## src/rtl/touch_average_calibrate_events_top_macros.svh

```systemverilog
// Assertion macros shared by the touch averaging and calibration RTL.
// Included by tacal_lane and the top level; no other dependencies.
`ifndef TOUCH_AVERAGE_CALIBRATE_EVENTS_TOP_MACROS_SVH
`define TOUCH_AVERAGE_CALIBRATE_EVENTS_TOP_MACROS_SVH

// same-cycle implication, checked outside reset
`define TACAL_ASSERT_IMP(label, clk, rstn, ante, cons, msg) \
    label: assert property (@(posedge clk) disable iff (!rstn) (ante) |-> (cons)) \
        else $error(msg);

// next-cycle implication, checked outside reset
`define TACAL_ASSERT_NXT(label, clk, rstn, ante, cons, msg) \
    label: assert property (@(posedge clk) disable iff (!rstn) (ante) |=> (cons)) \
        else $error(msg);

`endif

```

## src/rtl/tacal_pkg.sv

```systemverilog
// Package for the touch averaging and calibration block: widths, codes,
// register indexes, lane state and lane control/status types. No dependencies.
package tacal_pkg;

    localparam int SAMPLES_PER_POINT_DEF = 10;
    localparam int COORD_W     = 12;
    localparam int SUM_W       = 16;
    localparam int CNT_W       = 4;
    localparam int KIND_W      = 2;
    localparam int CFG_IDX_W   = 3;
    localparam int DQ_W        = 2 * COORD_W;
    localparam int STEP_W      = $clog2(DQ_W + 1);
    localparam int MAP_STEPS   = DQ_W;
    localparam int RECIP_SHIFT = SUM_W + CNT_W;
    localparam int RECIP_W     = RECIP_SHIFT + 1;

    localparam logic [KIND_W-1:0] EV_DOWN   = 2'd0;
    localparam logic [KIND_W-1:0] EV_MOTION = 2'd1;
    localparam logic [KIND_W-1:0] EV_UP     = 2'd2;

    localparam logic [COORD_W-1:0] RAW_MIN_RST = 12'd0;
    localparam logic [COORD_W-1:0] RAW_MAX_RST = 12'hFFF;
    localparam logic [COORD_W-1:0] WIDTH_RST   = 12'd240;
    localparam logic [COORD_W-1:0] HEIGHT_RST  = 12'd320;

    typedef enum logic [CFG_IDX_W-1:0] {
        REG_RAW_MIN_X,
        REG_RAW_MAX_X,
        REG_RAW_MIN_Y,
        REG_RAW_MAX_Y,
        REG_CALIBRATING,
        REG_SCREEN_WIDTH,
        REG_SCREEN_HEIGHT
    } cfg_reg_t;

    typedef enum logic [2:0] {
        LANE_IDLE,
        LANE_AVG,
        LANE_SCALE,
        LANE_MAP,
        LANE_DONE
    } lane_state_t;

    typedef struct packed {
        logic start;
        logic ack;
    } lane_ctrl_t;

    typedef struct packed {
        logic busy;
        logic done;
    } lane_stat_t;

endpackage

```

## src/rtl/touch_average_calibrate_events_top.sv

```systemverilog
// Touch sample averaging and calibration: one sample accepted per cycle while
// s_ready is high; a sample that closes a burst holds s_ready low while the X and
// Y lanes work through their steps: the burst average by reciprocal multiply, the
// span check and multiply, 24 restoring-division steps for the mapping (skipped in
// a lane that is calibrating or whose coordinate resolves without the division) and
// the hand-over of the result; a result still waiting on m_ready adds its stall.
// Uses tacal_pkg and tacal_lane.
`include "touch_average_calibrate_events_top_macros.svh"

module touch_average_calibrate_events_top
    import tacal_pkg::*;
#(
    parameter int SAMPLES_PER_POINT = SAMPLES_PER_POINT_DEF
) (
    input  logic                 aclk,
    input  logic                 aresetn,
    input  logic                 cfg_valid,
    output logic                 cfg_ready,
    input  logic [CFG_IDX_W-1:0] cfg_index,
    input  logic [COORD_W-1:0]   cfg_data,
    input  logic                 s_valid,
    output logic                 s_ready,
    input  logic                 s_action,
    input  logic [COORD_W-1:0]   s_raw_x,
    input  logic [COORD_W-1:0]   s_raw_y,
    output logic                 m_valid,
    input  logic                 m_ready,
    output logic [KIND_W-1:0]    m_event_kind,
    output logic [COORD_W-1:0]   m_pos_x,
    output logic [COORD_W-1:0]   m_pos_y,
    output logic                 m_clipped
);

    logic [COORD_W-1:0] raw_min_x_reg, raw_max_x_reg, raw_min_y_reg, raw_max_y_reg;
    logic [COORD_W-1:0] screen_width_reg, screen_height_reg;
    logic               calibrating_reg;

    logic               pressed_reg, pressed_next;
    logic               busy_reg, busy_next;
    logic [CNT_W-1:0]   cnt_reg, cnt_next;
    logic [SUM_W-1:0]   sum_x_reg, sum_x_next, sum_y_reg, sum_y_next;
    logic [COORD_W-1:0] last_x_reg, last_x_next, last_y_reg, last_y_next;
    logic               m_valid_reg, m_valid_next;
    logic [KIND_W-1:0]  m_event_kind_reg, m_event_kind_next;
    logic [COORD_W-1:0] m_pos_x_reg, m_pos_x_next, m_pos_y_reg, m_pos_y_next;
    logic               m_clipped_reg, m_clipped_next;

    logic               accept;
    logic               burst_end;
    logic [SUM_W-1:0]   sum_x_add, sum_y_add;
    logic               lane_ack;
    lane_ctrl_t         lane_ctrl;
    lane_stat_t         stat_x, stat_y;
    logic [COORD_W-1:0] coord_x, coord_y;
    logic               clip_x, clip_y;

    assign cfg_ready = 1'b1;

    always_ff @(posedge aclk) begin
        if (!aresetn) begin
            raw_min_x_reg     <= RAW_MIN_RST;
            raw_max_x_reg     <= RAW_MAX_RST;
            raw_min_y_reg     <= RAW_MIN_RST;
            raw_max_y_reg     <= RAW_MAX_RST;
            calibrating_reg   <= 1'b0;
            screen_width_reg  <= WIDTH_RST;
            screen_height_reg <= HEIGHT_RST;
        end else if (cfg_valid) begin
            unique case (cfg_reg_t'(cfg_index))
                REG_RAW_MIN_X:     raw_min_x_reg     <= cfg_data;
                REG_RAW_MAX_X:     raw_max_x_reg     <= cfg_data;
                REG_RAW_MIN_Y:     raw_min_y_reg     <= cfg_data;
                REG_RAW_MAX_Y:     raw_max_y_reg     <= cfg_data;
                REG_CALIBRATING:   calibrating_reg   <= cfg_data[0];
                REG_SCREEN_WIDTH:  screen_width_reg  <= cfg_data;
                REG_SCREEN_HEIGHT: screen_height_reg <= cfg_data;
                default: begin
                end
            endcase
        end
    end

    assign s_ready   = !busy_reg && (!m_valid_reg || m_ready);
    assign accept    = s_valid && s_ready;
    assign sum_x_add = sum_x_reg + {{(SUM_W - COORD_W){1'b0}}, s_raw_x};
    assign sum_y_add = sum_y_reg + {{(SUM_W - COORD_W){1'b0}}, s_raw_y};
    assign burst_end = ({1'b0, cnt_reg} + 1'b1) >= (CNT_W + 1)'(SAMPLES_PER_POINT);
    assign lane_ack  = stat_x.done && stat_y.done &&
                       (calibrating_reg || !m_valid_reg || m_ready);

    assign lane_ctrl.start = accept && !s_action && burst_end;
    assign lane_ctrl.ack   = lane_ack;

    tacal_lane #(
        .SAMPLES_PER_POINT(SAMPLES_PER_POINT)
    ) u_lane_x (
        .aclk       (aclk),
        .aresetn    (aresetn),
        .ctrl       (lane_ctrl),
        .sum        (sum_x_add),
        .lo         (raw_min_x_reg),
        .hi         (raw_max_x_reg),
        .size       (screen_width_reg),
        .calibrating(calibrating_reg),
        .stat       (stat_x),
        .coord      (coord_x),
        .clip       (clip_x)
    );

    tacal_lane #(
        .SAMPLES_PER_POINT(SAMPLES_PER_POINT)
    ) u_lane_y (
        .aclk       (aclk),
        .aresetn    (aresetn),
        .ctrl       (lane_ctrl),
        .sum        (sum_y_add),
        .lo         (raw_min_y_reg),
        .hi         (raw_max_y_reg),
        .size       (screen_height_reg),
        .calibrating(calibrating_reg),
        .stat       (stat_y),
        .coord      (coord_y),
        .clip       (clip_y)
    );

    always_comb begin
        pressed_next      = pressed_reg;
        busy_next         = busy_reg;
        cnt_next          = cnt_reg;
        sum_x_next        = sum_x_reg;
        sum_y_next        = sum_y_reg;
        last_x_next       = last_x_reg;
        last_y_next       = last_y_reg;
        m_valid_next      = m_valid_reg && !m_ready;
        m_event_kind_next = m_event_kind_reg;
        m_pos_x_next      = m_pos_x_reg;
        m_pos_y_next      = m_pos_y_reg;
        m_clipped_next    = m_clipped_reg;
        if (accept) begin
            if (s_action) begin
                pressed_next      = 1'b0;
                cnt_next          = '0;
                sum_x_next        = '0;
                sum_y_next        = '0;
                m_valid_next      = 1'b1;
                m_event_kind_next = EV_UP;
                m_pos_x_next      = last_x_reg;
                m_pos_y_next      = last_y_reg;
                m_clipped_next    = 1'b0;
            end else if (burst_end) begin
                cnt_next   = '0;
                sum_x_next = '0;
                sum_y_next = '0;
                busy_next  = 1'b1;
            end else begin
                cnt_next   = cnt_reg + 1'b1;
                sum_x_next = sum_x_add;
                sum_y_next = sum_y_add;
            end
        end
        if (lane_ack) begin
            busy_next    = 1'b0;
            pressed_next = 1'b1;
            last_x_next  = coord_x;
            last_y_next  = coord_y;
            if (!calibrating_reg) begin
                m_valid_next      = 1'b1;
                m_event_kind_next = pressed_reg ? EV_MOTION : EV_DOWN;
                m_pos_x_next      = coord_x;
                m_pos_y_next      = coord_y;
                m_clipped_next    = clip_x || clip_y;
            end
        end
    end

    always_ff @(posedge aclk) begin
        if (!aresetn) begin
            pressed_reg <= 1'b0;
            busy_reg    <= 1'b0;
            cnt_reg     <= '0;
            sum_x_reg   <= '0;
            sum_y_reg   <= '0;
            last_x_reg  <= '0;
            last_y_reg  <= '0;
            m_valid_reg <= 1'b0;
        end else begin
            pressed_reg <= pressed_next;
            busy_reg    <= busy_next;
            cnt_reg     <= cnt_next;
            sum_x_reg   <= sum_x_next;
            sum_y_reg   <= sum_y_next;
            last_x_reg  <= last_x_next;
            last_y_reg  <= last_y_next;
            m_valid_reg <= m_valid_next;
        end
        m_event_kind_reg <= m_event_kind_next;
        m_pos_x_reg      <= m_pos_x_next;
        m_pos_y_reg      <= m_pos_y_next;
        m_clipped_reg    <= m_clipped_next;
    end

    assign m_valid      = m_valid_reg;
    assign m_event_kind = m_event_kind_reg;
    assign m_pos_x      = m_pos_x_reg;
    assign m_pos_y      = m_pos_y_reg;
    assign m_clipped    = m_clipped_reg;

    `TACAL_ASSERT_IMP(a_lanes_lockstep, aclk, aresetn, 1'b1, stat_x.busy == stat_y.busy, "lanes out of step")
    `TACAL_ASSERT_IMP(a_idle_lanes, aclk, aresetn, !busy_reg, !stat_x.busy, "lane active without a burst")
    `TACAL_ASSERT_IMP(a_busy_blocks_input, aclk, aresetn, busy_reg, !s_ready, "sample taken while lanes busy")
    `TACAL_ASSERT_IMP(a_pen_up_unclipped, aclk, aresetn, (m_valid_reg && m_event_kind_reg == EV_UP), !m_clipped_reg, "pen-up beat flagged clipped")

endmodule

```

## src/rtl/tacal_lane.sv

```systemverilog
// One axis lane: burst average by reciprocal multiply, then, unless calibrating,
// linear mapping by registered multiply and restoring division. Uses tacal_pkg.
`include "touch_average_calibrate_events_top_macros.svh"

module tacal_lane
    import tacal_pkg::*;
#(
    parameter int SAMPLES_PER_POINT = SAMPLES_PER_POINT_DEF
) (
    input  logic               aclk,
    input  logic               aresetn,
    input  lane_ctrl_t         ctrl,
    input  logic [SUM_W-1:0]   sum,
    input  logic [COORD_W-1:0] lo,
    input  logic [COORD_W-1:0] hi,
    input  logic [COORD_W-1:0] size,
    input  logic               calibrating,
    output lane_stat_t         stat,
    output logic [COORD_W-1:0] coord,
    output logic               clip
);

    localparam logic [RECIP_W-1:0] RECIP =
        RECIP_W'(((1 << RECIP_SHIFT) + SAMPLES_PER_POINT - 1) / SAMPLES_PER_POINT);

    lane_state_t        state_reg, state_next;
    logic [DQ_W-1:0]    dq_reg, dq_next;
    logic [COORD_W-1:0] rem_reg, rem_next;
    logic [COORD_W-1:0] div_reg, div_next;
    logic [STEP_W-1:0]  cnt_reg, cnt_next;
    logic [COORD_W-1:0] coord_reg, coord_next;
    logic               clip_reg, clip_next;

    logic [COORD_W:0]   trial;
    logic [COORD_W:0]   diff;
    logic               ge;
    logic [COORD_W-1:0] rem_step;
    logic [DQ_W-1:0]    dq_step;
    logic               last_map;

    logic [SUM_W+RECIP_W-1:0] avg_prod;
    logic [COORD_W-1:0] avg;
    logic               up, span_zero, beyond;
    logic [COORD_W-1:0] span, num;
    logic [DQ_W-1:0]    product;

    assign trial    = {rem_reg, dq_reg[DQ_W-1]};
    assign diff     = trial - {1'b0, div_reg};
    assign ge       = trial >= {1'b0, div_reg};
    assign rem_step = ge ? diff[COORD_W-1:0] : trial[COORD_W-1:0];
    assign dq_step  = {dq_reg[DQ_W-2:0], ge};
    assign last_map = cnt_reg == STEP_W'(MAP_STEPS - 1);

    assign avg_prod  = {{RECIP_W{1'b0}}, dq_reg[SUM_W-1:0]} * {{SUM_W{1'b0}}, RECIP};
    assign avg       = dq_reg[COORD_W-1:0];
    assign up        = hi > lo;
    assign span_zero = hi == lo;
    assign span      = up ? (hi - lo) : (lo - hi);
    assign beyond    = up ? (avg < lo) : (avg > lo);
    assign num       = up ? (avg - lo) : (lo - avg);
    assign product   = num * size;

    always_comb begin
        state_next = state_reg;
        unique case (state_reg)
            LANE_IDLE:  if (ctrl.start) state_next = LANE_AVG;
            LANE_AVG:   state_next = LANE_SCALE;
            LANE_SCALE: begin
                if (calibrating || span_zero || beyond) begin
                    state_next = LANE_DONE;
                end else begin
                    state_next = LANE_MAP;
                end
            end
            LANE_MAP:   if (last_map) state_next = LANE_DONE;
            LANE_DONE:  if (ctrl.ack) state_next = LANE_IDLE;
            default:    state_next = LANE_IDLE;
        endcase
    end

    always_comb begin
        stat.busy = state_reg != LANE_IDLE;
        stat.done = state_reg == LANE_DONE;
    end

    always_comb begin
        dq_next    = dq_reg;
        rem_next   = rem_reg;
        div_next   = div_reg;
        cnt_next   = cnt_reg;
        coord_next = coord_reg;
        clip_next  = clip_reg;
        unique case (state_reg)
            LANE_IDLE: begin
                if (ctrl.start) begin
                    dq_next = {{(DQ_W - SUM_W){1'b0}}, sum};
                end
            end
            LANE_AVG: begin
                dq_next = {{(DQ_W - COORD_W){1'b0}}, avg_prod[RECIP_SHIFT +: COORD_W]};
            end
            LANE_SCALE: begin
                if (calibrating) begin
                    coord_next = avg;
                    clip_next  = 1'b0;
                end else if (span_zero || beyond) begin
                    coord_next = '0;
                    clip_next  = 1'b1;
                end else begin
                    dq_next  = product;
                    rem_next = '0;
                    div_next = span;
                    cnt_next = '0;
                end
            end
            LANE_MAP: begin
                dq_next  = dq_step;
                rem_next = rem_step;
                cnt_next = cnt_reg + 1'b1;
                if (last_map) begin
                    if (dq_step > {{(DQ_W - COORD_W){1'b0}}, size}) begin
                        coord_next = size;
                        clip_next  = 1'b1;
                    end else begin
                        coord_next = dq_step[COORD_W-1:0];
                        clip_next  = 1'b0;
                    end
                end
            end
            LANE_DONE: begin
            end
            default: begin
            end
        endcase
    end

    always_ff @(posedge aclk) begin
        if (!aresetn) begin
            state_reg <= LANE_IDLE;
            cnt_reg   <= '0;
        end else begin
            state_reg <= state_next;
            cnt_reg   <= cnt_next;
        end
        dq_reg    <= dq_next;
        rem_reg   <= rem_next;
        div_reg   <= div_next;
        coord_reg <= coord_next;
        clip_reg  <= clip_next;
    end

    assign coord = coord_reg;
    assign clip  = clip_reg;

    `TACAL_ASSERT_IMP(a_rem_below_div, aclk, aresetn, (state_reg == LANE_MAP), rem_reg < div_reg, "remainder not below divisor")
    `TACAL_ASSERT_NXT(a_done_holds, aclk, aresetn, (state_reg == LANE_DONE && !ctrl.ack), state_reg == LANE_DONE, "lane result dropped before ack")
    `TACAL_ASSERT_IMP(a_coord_in_screen, aclk, aresetn, (stat.done && !calibrating), coord_reg <= size, "mapped coordinate beyond screen size")

endmodule
```

## config.mk

```make
export PLATFORM = sky130hd
export DESIGN_NAME = touch_average_calibrate_events_top
export DESIGN_NICKNAME = d
export VERILOG_FILES = /design/src/rtl/tacal_pkg.sv /design/src/rtl/touch_average_calibrate_events_top.sv /design/src/rtl/tacal_lane.sv
export VERILOG_INCLUDE_DIRS = /design/src /design/src/rtl
export SDC_FILE = /design/constraint.sdc
export NUM_CORES = 2
export LEC_CHECK = 0
export BUFFER_PORTS_ARGS = -buffer_cell sky130_fd_sc_hd__buf_2
export CORE_AREA = 10 10 224 311
export CTS_CLUSTER_SIZE = 40
export DETAILED_ROUTE_END_ITERATION = 8
export DIE_AREA = 0 0 234 321
export PLACE_DENSITY = 0.74
export SYNTH_ARGS = -nofsm -noshare
export SYNTH_HDL_FRONTEND = slang
export SYNTH_SLANG_ARGS = --single-unit
```

## constraint.sdc

```tcl
create_clock -name aclk -period 9.29 [get_ports aclk]
set_input_delay 1.858 -clock aclk [delete_from_list [all_inputs] [get_ports aclk]]
set_output_delay 1.858 -clock aclk [all_outputs]
set_load 0.03 [all_outputs]
```

==> flow_summary.json <==
{
  "outcome": "finished clean",
  "die_y_um": 321,
  "synth.avg_cell_area_um2": 8.84,
  "drt_pass1_iterations": 7,
  "core.rowCount": 110,
  "post_dp_cell_area_um2": 39400,
  "clock_skew_ns": 0.0287,
  "p_comb_frac": 0.328,
  "drive_above_1_share": 0.0564,
  "synth_cell_types": 88,
  "tritoncts": "done",
  "clock_path_buffers": 3,
  "max_stage_delay_ns": 0.73,
  "finalPower_mw": 4.46,
  "drt-total-wl_um": 110000,
  "gp_congestion": 0.982,
  "vias": 31042,
  "die-area_um2": 75100,
  "crit_start": "raw_max_x_reg[0]",
  "p_per_area_nw_per_um2": 110,
  "slew_headroom": 0.250,
  "slowest_stage": "nor2_2",
  "synth_edf_count": 122,
  "setup_tns_ns": 0,
  "drtIter0Drc": 2056,
  "yosys_warnings": 0,
  "ys_ff_latch": 301,
  "clk_pin_slew_ns": 0.06,
  "async_flop_share": 0,
  "grt_pass1_vias": 32528,
  "nets": 5282,
  "start_util": 0.596,
  "antenna_found_initial": 0,
  "clock_latency_ns": 0.58,
  "p_int_mw": 2.95,
  "cts.sinks": 301,
  "coreArea_um2": 63900,
  "required_ns": 9.58,
  "reg2reg_from": "raw_max_x_reg[0]",
  "holdWs_ns": 0.457,
  "htreeDepth": 2,
  "synth_fp_nets": 5270,
  "die_w_um": 234,
  "grt_overflow": 0,
  "seq_area_frac_synth": 0.191,
  "wl_per_cell_um": 21.2,
  "syn_to_final_growth_pct": 6.94,
  "cp.arrival_ns": 9.01,
  "holdCritStartpoint": "m_event_kind[1]",
  "via_per_inst": 5.99,
  "finalSetupViolations": 0,
  "syn-instance-count": 4303,
  "post-route-util": 0.637,
  "syn_area_um2": 38000,
  "grt_pass1_wl_um": 175000,
  "ctsHoldBuffers": 0,
  "drv_cap": 0,
  "cts-buffers-inserted": 36,
  "worstMarginPinSlew_ns": 1.12,
  "fmax_mhz": 115,
  "layout_min_cycle_time_ns": 8.72,
  "port_buffers": 73,
  "end_kind": "flip-flop",
  "pre_cts_slack_ns": 0.607,
  "swShare": 0.339,
  "finalMaxSlewViolations": 0,
  "antenna_left": 0,
  "fin_cells": 5183,
  "cts_root_buf": "clkbuf_16",
  "period_share": 0.939,
  "postLayoutCellArea_um2": 40700,
  "power_frac_clock": 0.356,
  "p_switching_mw": 1.52,
  "drc_errors": 0,
  "power_leakage_nw": 19.6,
  "start_kind": "flip-flop",
  "grt_max_degree": 91,
  "fin_ws_ns": 0.565,
  "place_hpwl_um": 87300,
  "peakVddDrop_uv": 137,
  "num_io_pins": 75,
  "pwr-share-seq": 0.316,
  "hp-class": "flip-flop to flip-flop",
  "worstPathMaxFanout": 18,
  "criticalPathCategory": "flip-flop to flip-flop",
  "placed_cells": 5117,
  "rsz0062_at_grt": "no",
  "grt_usage": 0.297,
  "synth_flop_cell": "dfxtp_1",
  "finalHoldViolations": 0,
  "crit_top_cell": "fa_1"
}
cell families after synthesis:
logic type | Yosys count | share of synthesized area
xor gates and xnor gates | 135 | 0.0311
DFF | 301 | 0.191
buffers and inverters | 875 | 0.0873
muxes | 86 | 0.0229
and+or+nand+nor | 1121 | 0.141
AOI/OAI and AO/OA | 862 | 0.150
other | 1 | 0.0000986
adders and majority gates | 922 | 0.377
per-layer routing:
metal  share of wire  up-vias  global-route usage
met3           0.052      386              0.0386
met1            0.36    15229               0.318
met5               0        -                   0
li1                -    14489                   -
met4           0.083        0               0.217
met2            0.51      938               0.527
critical path, delay by kind of cell (launching register included):
kind	cells	cell delay, ns
flip-flops	1	0.35
XOR/XNOR	2	0.74
buffers and inverters	4	0.21
adder cells (fa/ha/maj)	8	3.28
AO/OA/AOI/OAI	9	2.20
AND/OR/NAND/NOR	5	1.65
layout by cell type, fill, tap and decap left out, types with 78 or more instances in the layout:
cell and instances:
a21boi_0 78, a21o_1 89, a21oi_1 170, and2_1 95, dfxtp_1 179, edfxtp_1 122
fa_1 374, ha_1 548, inv_1 705, mux2i_1 81, nand2_1 479, nand3_1 81
nor2_1 152, o21ai_0 190, xnor2_1 86
cells in the mapped netlist, types with 63 or more instances:
| master | count | area [µm²] |
|---|---|---|
| inv_1 | 705 | 2650 |
| ha_1 | 548 | 6860 |
| nand2_1 | 481 | 1810 |
| fa_1 | 374 | 7490 |
| o21ai_0 | 190 | 951 |
| dfxtp_1 | 179 | 3580 |
| a21oi_1 | 171 | 856 |
| nor2_1 | 153 | 574 |
| clkbuf_1 | 137 | 514 |
| edfxtp_1 | 122 | 3660 |
| and2_1 | 95 | 594 |
| a21o_1 | 89 | 668 |
| xnor2_1 | 87 | 762 |
| mux2i_1 | 82 | 821 |
| nand3_1 | 81 | 405 |
| a21boi_0 | 78 | 586 |
| nor3_1 | 63 | 315 |
path summary, 6_finish.rpt:
path / slack (ns) / end / depth (start not counted)
max reg2reg: 0.57 / u_lane_x.dq_reg[22] / 28
min: 0.46 / m_event_kind[1] / 2
min reg2reg: 0.46 / m_event_kind[1] / 2
max: 0.57 / u_lane_x.dq_reg[22] / 28
area by class of cell:
class | count | area [µm²]
Antenna cell | 1 | 2.50
Multi-Input combinational cell | 3127 | 27500
Clock inverter | 23 | 357
Sequential cell | 301 | 7250
Inverter | 705 | 2650
Timing Repair Buffer | 144 | 901
Tap cell | 840 | 1050
Clock buffer | 42 | 945
Fill cell | 5507 | 23200
timing repair:
action | 4_1_cts | 5_1_grt
gates resized for setup | 0 | 2
endpoints found under the setup margin | 0 | 2
buffers inserted | 0 | 0
power by group through the flow:
stage | clock network (mW) | logic [mW] | registers (mW)
finish | 1.59 | 1.46 | 1.41
global route | 1.65 | 1.64 | 1.41
CTS | 1.61 | 1.46 | 1.41
detailed placement | 0 | 1.45 | 1.44
global placement | 0 | 1.44 | 1.44
floorplan | 0 | 1.07 | 1.43
Power figures use the tool's default switching activity.
